[src/hdl/glyph_alpha_blend_yuv_top_assert.svh]
// Assertion macros for the glyph overlay blender.
// Both forms sample on clk and are disabled while rst_n is low.
`ifndef GLYPH_ALPHA_BLEND_YUV_TOP_ASSERT_SVH
`define GLYPH_ALPHA_BLEND_YUV_TOP_ASSERT_SVH

`ifndef SYNTHESIS
// antecedent implies consequent in the same cycle
`define GAB_ASSERT_IMP(lbl, ante, cons) \
    lbl: assert property (@(posedge clk) disable iff (!rst_n) (ante) |-> (cons)) \
        else $error("overlay blender check failed");
// antecedent implies consequent in the next cycle
`define GAB_ASSERT_NXT(lbl, ante, cons) \
    lbl: assert property (@(posedge clk) disable iff (!rst_n) (ante) |=> (cons)) \
        else $error("overlay blender check failed");
`else
`define GAB_ASSERT_IMP(lbl, ante, cons)
`define GAB_ASSERT_NXT(lbl, ante, cons)
`endif

`endif

[src/hdl/gab_pkg.sv]
// Shared types and constants for the glyph overlay blender.
// No dependencies.
package gab_pkg;

    // configuration register indexes
    localparam logic [2:0] REG_OVERLAY_COLOR  = 3'd0;
    localparam logic [2:0] REG_FRAME_WIDTH    = 3'd1;
    localparam logic [2:0] REG_FRAME_HEIGHT   = 3'd2;
    localparam logic [2:0] REG_CHROMA_SHIFT_X = 3'd3;
    localparam logic [2:0] REG_CHROMA_SHIFT_Y = 3'd4;

    localparam int CFG_IDX_W = 3;
    localparam int DIM_W     = 13;
    localparam int POS_W     = 12;
    localparam int SHIFT_W   = 2;

    localparam logic [12:0] FRAME_WIDTH_RST  = 13'd1920;
    localparam logic [12:0] FRAME_HEIGHT_RST = 13'd1080;
    localparam logic [1:0]  CHROMA_SHIFT_RST = 2'd1;

    // colour conversion weights, magnitudes only: signs are applied in the sums
    localparam int PROD_W = 18;
    localparam int SUM_W  = 20;
    localparam logic [9:0] COEF_RY  = 10'd263;
    localparam logic [9:0] COEF_GY  = 10'd516;
    localparam logic [9:0] COEF_BY  = 10'd100;
    localparam logic [9:0] COEF_RCB = 10'd152;
    localparam logic [9:0] COEF_GCB = 10'd298;
    localparam logic [9:0] COEF_BCB = 10'd450;
    localparam logic [9:0] COEF_RCR = 10'd450;
    localparam logic [9:0] COEF_GCR = 10'd376;
    localparam logic [9:0] COEF_BCR = 10'd73;
    localparam logic [7:0] OFS_Y    = 8'd16;
    localparam logic [7:0] OFS_C    = 8'd128;
    localparam logic [7:0] FULL     = 8'd255;

    // per-stage load enables of the pipeline
    typedef struct packed {
        logic s1;
        logic s2;
        logic s3;
        logic s4;
    } gab_adv_t;

endpackage

[src/hdl/gab_csc.sv]
// Two-stage RGB to limited-range YCbCr conversion of the overlay colour.
// Depends on gab_pkg; runs in step with the blender pipeline.
module gab_csc (
    input  logic                clk,
    input  gab_pkg::gab_adv_t   adv,
    input  logic [31:0]         overlay_color,
    output logic [7:0]          cy,
    output logic [7:0]          cu,
    output logic [7:0]          cv
);
    import gab_pkg::*;

    logic [7:0] r;
    logic [7:0] g;
    logic [7:0] b;

    logic [PROD_W-1:0] p_ry_reg, p_gy_reg, p_by_reg;
    logic [PROD_W-1:0] p_rcb_reg, p_gcb_reg, p_bcb_reg;
    logic [PROD_W-1:0] p_rcr_reg, p_gcr_reg, p_bcr_reg;

    logic signed [SUM_W-1:0] y_sum;
    logic signed [SUM_W-1:0] cb_sum;
    logic signed [SUM_W-1:0] cr_sum;

    logic [7:0] cy_reg, cu_reg, cv_reg;

    assign r = overlay_color[31:24];
    assign g = overlay_color[23:16];
    assign b = overlay_color[15:8];

    always_ff @(posedge clk)
    begin
        if (adv.s1)
        begin
            p_ry_reg  <= PROD_W'(r) * PROD_W'(COEF_RY);
            p_gy_reg  <= PROD_W'(g) * PROD_W'(COEF_GY);
            p_by_reg  <= PROD_W'(b) * PROD_W'(COEF_BY);
            p_rcb_reg <= PROD_W'(r) * PROD_W'(COEF_RCB);
            p_gcb_reg <= PROD_W'(g) * PROD_W'(COEF_GCB);
            p_bcb_reg <= PROD_W'(b) * PROD_W'(COEF_BCB);
            p_rcr_reg <= PROD_W'(r) * PROD_W'(COEF_RCR);
            p_gcr_reg <= PROD_W'(g) * PROD_W'(COEF_GCR);
            p_bcr_reg <= PROD_W'(b) * PROD_W'(COEF_BCR);
        end
    end

    always_comb
    begin
        y_sum  = $signed({2'b00, p_ry_reg}) + $signed({2'b00, p_gy_reg})
               + $signed({2'b00, p_by_reg});
        cb_sum = $signed({2'b00, p_bcb_reg}) - $signed({2'b00, p_rcb_reg})
               - $signed({2'b00, p_gcb_reg});
        cr_sum = $signed({2'b00, p_rcr_reg}) - $signed({2'b00, p_gcr_reg})
               - $signed({2'b00, p_bcr_reg});
    end

    // bits 17:10 of the two's complement sum are the low byte of floor(sum/1024)
    always_ff @(posedge clk)
    begin
        if (adv.s2)
        begin
            cy_reg <= y_sum[17:10] + OFS_Y;
            cu_reg <= cb_sum[17:10] + OFS_C;
            cv_reg <= cr_sum[17:10] + OFS_C;
        end
    end

    assign cy = cy_reg;
    assign cu = cu_reg;
    assign cv = cv_reg;

endmodule

[src/hdl/glyph_alpha_blend_yuv_top.sv]
// Glyph overlay blender: four register stages, one pixel word per clock.
// Each accepted word passes through stages 1, 2, 3 and 4 in turn; m_tvalid is the stage 4 valid.
// Throughput: one word per cycle; the pipeline stalls only when m_tready is low.
// Reset (rst_n low, asynchronous) empties the pipeline and loads register defaults:
// colour 0, frame 1920 x 1080, both chroma shifts 1.
// Depends on gab_pkg, gab_csc and glyph_alpha_blend_yuv_top_assert.svh.
`include "glyph_alpha_blend_yuv_top_assert.svh"

module glyph_alpha_blend_yuv_top (
    input  logic                      clk,
    input  logic                      rst_n,
    // configuration write channel
    input  logic                      cfg_valid,
    output logic                      cfg_ready,
    input  logic [gab_pkg::CFG_IDX_W-1:0] cfg_index,
    input  logic [31:0]               cfg_data,
    // input stream
    input  logic                      s_tvalid,
    output logic                      s_tready,
    // coverage[7:0], pixel_x[19:8], pixel_y[31:20], old_luma[39:32],
    // old_cb[47:40], old_cr[55:48]
    input  logic [55:0]               s_tdata,
    // output stream
    output logic                      m_tvalid,
    input  logic                      m_tready,
    // new_luma[7:0], new_cb[15:8], new_cr[23:16], chroma_col[35:24],
    // chroma_row[47:36], zero[55:48]
    output logic [55:0]               m_tdata,
    // write_enable[0]
    output logic [0:0]                m_tuser
);
    import gab_pkg::*;

    // configuration
    logic [31:0]        overlay_color_reg;
    logic [DIM_W-1:0]   frame_width_reg;
    logic [DIM_W-1:0]   frame_height_reg;
    logic [SHIFT_W-1:0] chroma_shift_x_reg;
    logic [SHIFT_W-1:0] chroma_shift_y_reg;

    // input fields
    logic [7:0]       in_cov;
    logic [POS_W-1:0] in_x;
    logic [POS_W-1:0] in_y;
    logic [7:0]       in_oy;
    logic [7:0]       in_ocb;
    logic [7:0]       in_ocr;

    // pipeline control
    logic v1_reg, v2_reg, v3_reg, v4_reg;
    logic v1_next, v2_next, v3_next, v4_next;
    gab_adv_t adv;

    // stage 1
    logic [15:0]      kprod_reg;
    logic [7:0]       oy1_reg, ocb1_reg, ocr1_reg;
    logic             in1_reg;
    logic [POS_W-1:0] col1_reg, row1_reg;
    // stage 2
    logic [7:0]       k2_reg;
    logic [7:0]       oy2_reg, ocb2_reg, ocr2_reg;
    logic             in2_reg;
    logic [POS_W-1:0] col2_reg, row2_reg;
    // stage 3
    logic [15:0]      my_k_reg, mcb_k_reg, mcr_k_reg;
    logic [15:0]      my_o_reg, mcb_o_reg, mcr_o_reg;
    logic             in3_reg;
    logic [POS_W-1:0] col3_reg, row3_reg;
    // stage 4 (output)
    logic [7:0]       luma4_reg, cb4_reg, cr4_reg;
    logic             in4_reg;
    logic [POS_W-1:0] col4_reg, row4_reg;

    logic [7:0]  cy, cu, cv;
    logic [7:0]  opacity;
    logic [7:0]  inv_k;
    logic        in_frame;
    logic [16:0] sum_y, sum_cb, sum_cr;

    assign cfg_ready = 1'b1;

    always_ff @(posedge clk or negedge rst_n)
    begin
        if (!rst_n)
        begin
            overlay_color_reg  <= '0;
            frame_width_reg    <= FRAME_WIDTH_RST;
            frame_height_reg   <= FRAME_HEIGHT_RST;
            chroma_shift_x_reg <= CHROMA_SHIFT_RST;
            chroma_shift_y_reg <= CHROMA_SHIFT_RST;
        end
        else if (cfg_valid)
        begin
            case (cfg_index)
                REG_OVERLAY_COLOR:  overlay_color_reg  <= cfg_data;
                REG_FRAME_WIDTH:    frame_width_reg    <= cfg_data[DIM_W-1:0];
                REG_FRAME_HEIGHT:   frame_height_reg   <= cfg_data[DIM_W-1:0];
                REG_CHROMA_SHIFT_X: chroma_shift_x_reg <= cfg_data[SHIFT_W-1:0];
                REG_CHROMA_SHIFT_Y: chroma_shift_y_reg <= cfg_data[SHIFT_W-1:0];
                default: ;
            endcase
        end
    end

    assign in_cov = s_tdata[7:0];
    assign in_x   = s_tdata[19:8];
    assign in_y   = s_tdata[31:20];
    assign in_oy  = s_tdata[39:32];
    assign in_ocb = s_tdata[47:40];
    assign in_ocr = s_tdata[55:48];

    // a stage loads when it is empty or the stage after it moves on
    always_comb
    begin
        adv.s4 = !v4_reg || m_tready;
        adv.s3 = !v3_reg || adv.s4;
        adv.s2 = !v2_reg || adv.s3;
        adv.s1 = !v1_reg || adv.s2;
        v1_next = adv.s1 ? s_tvalid : v1_reg;
        v2_next = adv.s2 ? v1_reg   : v2_reg;
        v3_next = adv.s3 ? v2_reg   : v3_reg;
        v4_next = adv.s4 ? v3_reg   : v4_reg;
    end

    assign s_tready = adv.s1;

    always_ff @(posedge clk or negedge rst_n)
    begin
        if (!rst_n)
        begin
            v1_reg <= 1'b0;
            v2_reg <= 1'b0;
            v3_reg <= 1'b0;
            v4_reg <= 1'b0;
        end
        else
        begin
            v1_reg <= v1_next;
            v2_reg <= v2_next;
            v3_reg <= v3_next;
            v4_reg <= v4_next;
        end
    end

    gab_csc u_csc (
        .clk           (clk),
        .adv           (adv),
        .overlay_color (overlay_color_reg),
        .cy            (cy),
        .cu            (cu),
        .cv            (cv)
    );

    assign opacity  = FULL - overlay_color_reg[7:0];
    assign in_frame = ({1'b0, in_x} < frame_width_reg) && ({1'b0, in_y} < frame_height_reg);

    // stage 1: coverage weight product, clip test, chroma position
    always_ff @(posedge clk)
    begin
        if (adv.s1)
        begin
            kprod_reg <= {8'b0, in_cov} * {8'b0, opacity};
            oy1_reg   <= in_oy;
            ocb1_reg  <= in_ocb;
            ocr1_reg  <= in_ocr;
            in1_reg   <= in_frame;
            col1_reg  <= in_x >> chroma_shift_x_reg;
            row1_reg  <= in_y >> chroma_shift_y_reg;
        end
    end

    // stage 2: weight k
    always_ff @(posedge clk)
    begin
        if (adv.s2)
        begin
            k2_reg   <= kprod_reg[15:8];
            oy2_reg  <= oy1_reg;
            ocb2_reg <= ocb1_reg;
            ocr2_reg <= ocr1_reg;
            in2_reg  <= in1_reg;
            col2_reg <= col1_reg;
            row2_reg <= row1_reg;
        end
    end

    assign inv_k = FULL - k2_reg;

    // stage 3: blend products
    always_ff @(posedge clk)
    begin
        if (adv.s3)
        begin
            my_k_reg  <= {8'b0, k2_reg} * {8'b0, cy};
            mcb_k_reg <= {8'b0, k2_reg} * {8'b0, cu};
            mcr_k_reg <= {8'b0, k2_reg} * {8'b0, cv};
            my_o_reg  <= {8'b0, inv_k} * {8'b0, oy2_reg};
            mcb_o_reg <= {8'b0, inv_k} * {8'b0, ocb2_reg};
            mcr_o_reg <= {8'b0, inv_k} * {8'b0, ocr2_reg};
            in3_reg   <= in2_reg;
            col3_reg  <= col2_reg;
            row3_reg  <= row2_reg;
        end
    end

    assign sum_y  = {1'b0, my_k_reg}  + {1'b0, my_o_reg};
    assign sum_cb = {1'b0, mcb_k_reg} + {1'b0, mcb_o_reg};
    assign sum_cr = {1'b0, mcr_k_reg} + {1'b0, mcr_o_reg};

    // stage 4: sum, scale, zero the samples outside the frame
    always_ff @(posedge clk)
    begin
        if (adv.s4)
        begin
            luma4_reg <= in3_reg ? sum_y[15:8]  : 8'd0;
            cb4_reg   <= in3_reg ? sum_cb[15:8] : 8'd0;
            cr4_reg   <= in3_reg ? sum_cr[15:8] : 8'd0;
            in4_reg   <= in3_reg;
            col4_reg  <= col3_reg;
            row4_reg  <= row3_reg;
        end
    end

    assign m_tvalid = v4_reg;
    assign m_tdata  = {8'b0, row4_reg, col4_reg, cr4_reg, cb4_reg, luma4_reg};
    assign m_tuser  = in4_reg;

    `GAB_ASSERT_IMP(a_clip_zero, m_tvalid && !m_tuser[0], m_tdata[23:0] == 24'd0)
    `GAB_ASSERT_IMP(a_stall_source, !s_tready, m_tvalid && !m_tready)
    `GAB_ASSERT_NXT(a_s1_moves, v1_reg && adv.s2, v2_reg)
    `GAB_ASSERT_NXT(a_out_held, m_tvalid && !m_tready, m_tvalid && $stable(m_tdata))

endmodule

[config.mk]
export PLATFORM = sky130hd
export DESIGN_NAME = glyph_alpha_blend_yuv_top
export DESIGN_NICKNAME = d
export VERILOG_FILES = /design/src/hdl/gab_pkg.sv /design/src/hdl/gab_csc.sv /design/src/hdl/glyph_alpha_blend_yuv_top.sv
export VERILOG_INCLUDE_DIRS = /design/src /design/src/hdl
export SDC_FILE = /design/constraint.sdc
export NUM_CORES = 2
export LEC_CHECK = 0
export CORE_MARGIN = 2
export CORE_UTILIZATION = 30
export CTS_CLUSTER_DIAMETER = 150
export DETAILED_ROUTE_END_ITERATION = 6
export DONT_BUFFER_PORTS = 1
export PLACE_DENSITY = 0.5
export RECOVER_POWER = 50
export REMOVE_ABC_BUFFERS = 1
export SLEW_MARGIN = 20
export SYNTH_ARGS = -nofsm -noshare
export SYNTH_HDL_FRONTEND = slang
export SYNTH_HIERARCHICAL = 1
export SYNTH_SLANG_ARGS = --single-unit
[constraint.sdc]
create_clock -name clk -period 7.3 [get_ports clk]
set_input_delay 0.365 -clock clk [delete_from_list [all_inputs] [get_ports clk]]
set_output_delay 0.365 -clock clk [all_outputs]
set_load 0.005 [all_outputs]
==> metrics.txt <==
outcome finished, violations left; violated checks max-capacitance violations, max-slew violations; ys async rst share 13.3%; XOR/XNOR share of the synthesized area 3.41%; final hold violations 0; Die Ht 376 microns; DR DRC count 0; Die Width 376 microns; number of clock sinks 497; largest family of logic cells by synthesized area adder cells; post-synthesis cell count 3,643; final std cells w/o fill 5,631; Pre-Repair DR Iteration Count 5; Crit Path Class reg2reg; first-pass GRT wire length 154,000 microns; FF-to-FF setup slack 1.34 ns; post-layout net count 4,824; Top FF cell, synth edfxtp_1; count of final setup violators 0; largest net degree at the start of global routing 99; core area 0.137 sq mm; Mean Syn Cell Area 11.4 sq um; layout cell share with drive strength beyond 1 5.14%; DRT iter0 DRCs 1,045; initial antenna violation count 11; post-synth cell types 79; final worst path period share 81.7%; routability cong. 0.788; TritonCTS clock tree built; post-synthesis simple-gate area fraction 11.4%; Detail Placement HPWL 73,600 microns; Rows 136; CTS buffer count 66; min Tclk post-route 5.96 ns; max reg flops 32; initial core utilization 30.2%; crit-path max FO 27; largest area contributor in the netlist edfxtp_1; CTS Buffer Depth 3; clock root cell clkbuf_16; MaxCap Viol Count 8; Hold Crit Class in2reg; Worst Tran Pin Value 5.04 ns; Max Slew Vio Count 364; worst path arrival time 6.33 ns; post-layout instance area 0.0470 sq mm; Area after DPL 0.0437 sq mm; full die area 0.141 sq mm; Worst Setup End Kind flip-flop; Clock Skew 0.0340 ns; WHS Path Cells 2; fmax 168 MHz; RSZ-0062 raised after global routing false; Worst Reg-to-Reg Cells 15; Area contributors post-synth edfxtp_1 31%, ha_1 18%, fa_1 16%, inv_1 5.3%, nor2b_1 3.4%; GR Util All Layers 14.1%; Synth Area in Adders 34.7%; Worst Path Required 7.67 ns; Cell Area, Synth 0.0415 sq mm; post-synthesis mux area share 2.13%; share of the synthesized area in the top cell type 31.2%; Area growth syn-to-layout 13.3%; Skew-Pair Late Insertion Delay 0.67 ns; DR vias/cell 4.53; DP Cell Count 5,398; Hold Startpoint m_tready; number of enable flip-flop cells after synthesis 431; Hold Path End m_tvalid$_DFFE_PN0P_; Yosys reg bits 497; routed length per instance 17.2 microns; I/O pin total 156; reg-to-reg endpoint mcr_k_reg[15]$_DFFE_PP_; DRT antenna net count 0; Ys Warns 6; sequential share of the synthesized area 35.2%; final wirelength 96,700 microns; CP Launch Type flip-flop; number of global-route vias before repair 26,951; H-tree depth 3; Setup Buffers After CTS 0; PortBufs 0; fill count 13,719; via count 25,484; Slew HR -236%; Synth Area in Compound Gates 7.07%; Worst R2R Start k2_reg[1]$_DFFE_PP_; Clock transition at path regs 0.06 ns; Overflow after GRT 0
==> layer usage <==
layer / routed length (microns) / vias to the layer above / GRT usage, % / part of all wire [%]
li1: - / 12581 / - / -
met1: 45800 / 12419 / 18.9 / 47
met2: 44500 / 341 / 23.0 / 46
met3: 4240 / 127 / 3.04 / 4.4
met4: 2000 / 16 / 3.45 / 2.1
met5: 109 / - / 0 / 0.11
==> kinds of logic after synthesis <==
group                    count (synthesis)
adder cells (fa/ha/maj)                946
AND/OR/NAND/NOR                        871
buffers and inverters                  658
flip-flops                             497
AO/OA/AOI/OAI                          446
XOR/XNOR                               160
multiplexers                            63
other                                    2
==> cell usage after synthesis, types with 72 or more instances <==
master and n:
ha_1 605, inv_1 589, edfxtp_1 431, fa_1 341
nor2b_1 225, and2_1 157, nand2_1 149, nor2_1 136
a21oi_1 124, xnor2_1 121, o21ai_0 88, nand2b_1 72
==> layout by cell type (no fill, tap or decap), drive strengths merged, types with 19 or more instances in the layout <==
| cell | count |
|---|---|
| nand2 | 149 |
| mux2 | 41 |
| inv | 595 |
| nor3 | 41 |
| dlygate4sd3 | 109 |
| o21ai | 95 |
| nand2b | 72 |
| edfxtp | 431 |
| fa | 341 |
| a21boi | 21 |
| nor2 | 136 |
| dfrtp | 56 |
| a21o | 55 |
| ha | 605 |
| a21oi | 128 |
| xnor2 | 121 |
| nand3 | 24 |
| o211ai | 21 |
| xor2 | 38 |
| clkbuf | 93 |
| o21bai | 19 |
| nor2b | 225 |
| and2 | 158 |
==> critical path: stages, from the launching register on <==
cell and delay (ns):
edfxtp_1 0.83, clkbuf_1 1.14, nand2_1 0.19, fa_1 0.54, fa_1 0.49, inv_1 0.05, fa_1 0.47, inv_1 0.05
fa_1 0.47, inv_1 0.04, ha_1 0.32, a21boi_0 0.26, o21ai_0 0.15, a21boi_0 0.38, o2111a_1 0.23, a311oi_1 0.04
==> worst max path at each step <==
stage	startpoint	slack, ns	endpoint
finish	k2_reg[1]$_DFFE_PP_	1.34	mcr_k_reg[15]$_DFFE_PP_
detailed placement	k2_reg[5]$_DFFE_PP_	2.06	my_k_reg[14]$_DFFE_PP_
CTS	k2_reg[5]$_DFFE_PP_	2.05	my_k_reg[14]$_DFFE_PP_
global placement	k2_reg[3]$_DFFE_PP_	1.84	my_k_reg[15]$_DFFE_PP_
floorplan	m_tvalid$_DFFE_PN0P_	-0.56	col1_reg[0]$_DFFE_PP_
global route	k2_reg[1]$_DFFE_PP_	0.93	mcr_k_reg[15]$_DFFE_PP_
==> through the flow <==
stage / TNS [ns] / hold WS [ns] / setup slack (ns) / utilization [%]
after floorplan: -100.39 / 0.0694 / -0.558 / -
after global placement: 0 / 0.0720 / 1.84 / 31.8
after detailed placement: 0 / 0.0727 / 2.06 / 31.8
after CTS: 0 / 0.0294 / 2.05 / 34.3
after global routing: 0 / 0.0751 / 0.930 / 34.2
final: 0 / 0.0956 / 1.34 / 34.2
==> cell type report <==
cell class	count	area, sq um	area share [%]
antenna	2	5.00	0.0107
clock buffer	85	1760	3.76
clock inverter	36	503	1.07
inverter	590	2210	4.71
multi-input combinational	2495	24400	51.9
sequential	497	14600	31.1
tap	1794	2240	4.78
timing repair buffer	132	1250	2.65
==> what timing repair did <==
action	in CTS	in global routing
hold endpoints to repair	178	0
gates resized for setup	0	0
endpoints found under the setup margin	0	0
hold buffers	110	0
Power is not shown: default switching activity piles up to over one toggle a cycle in this logic, so the estimate is an artifact.
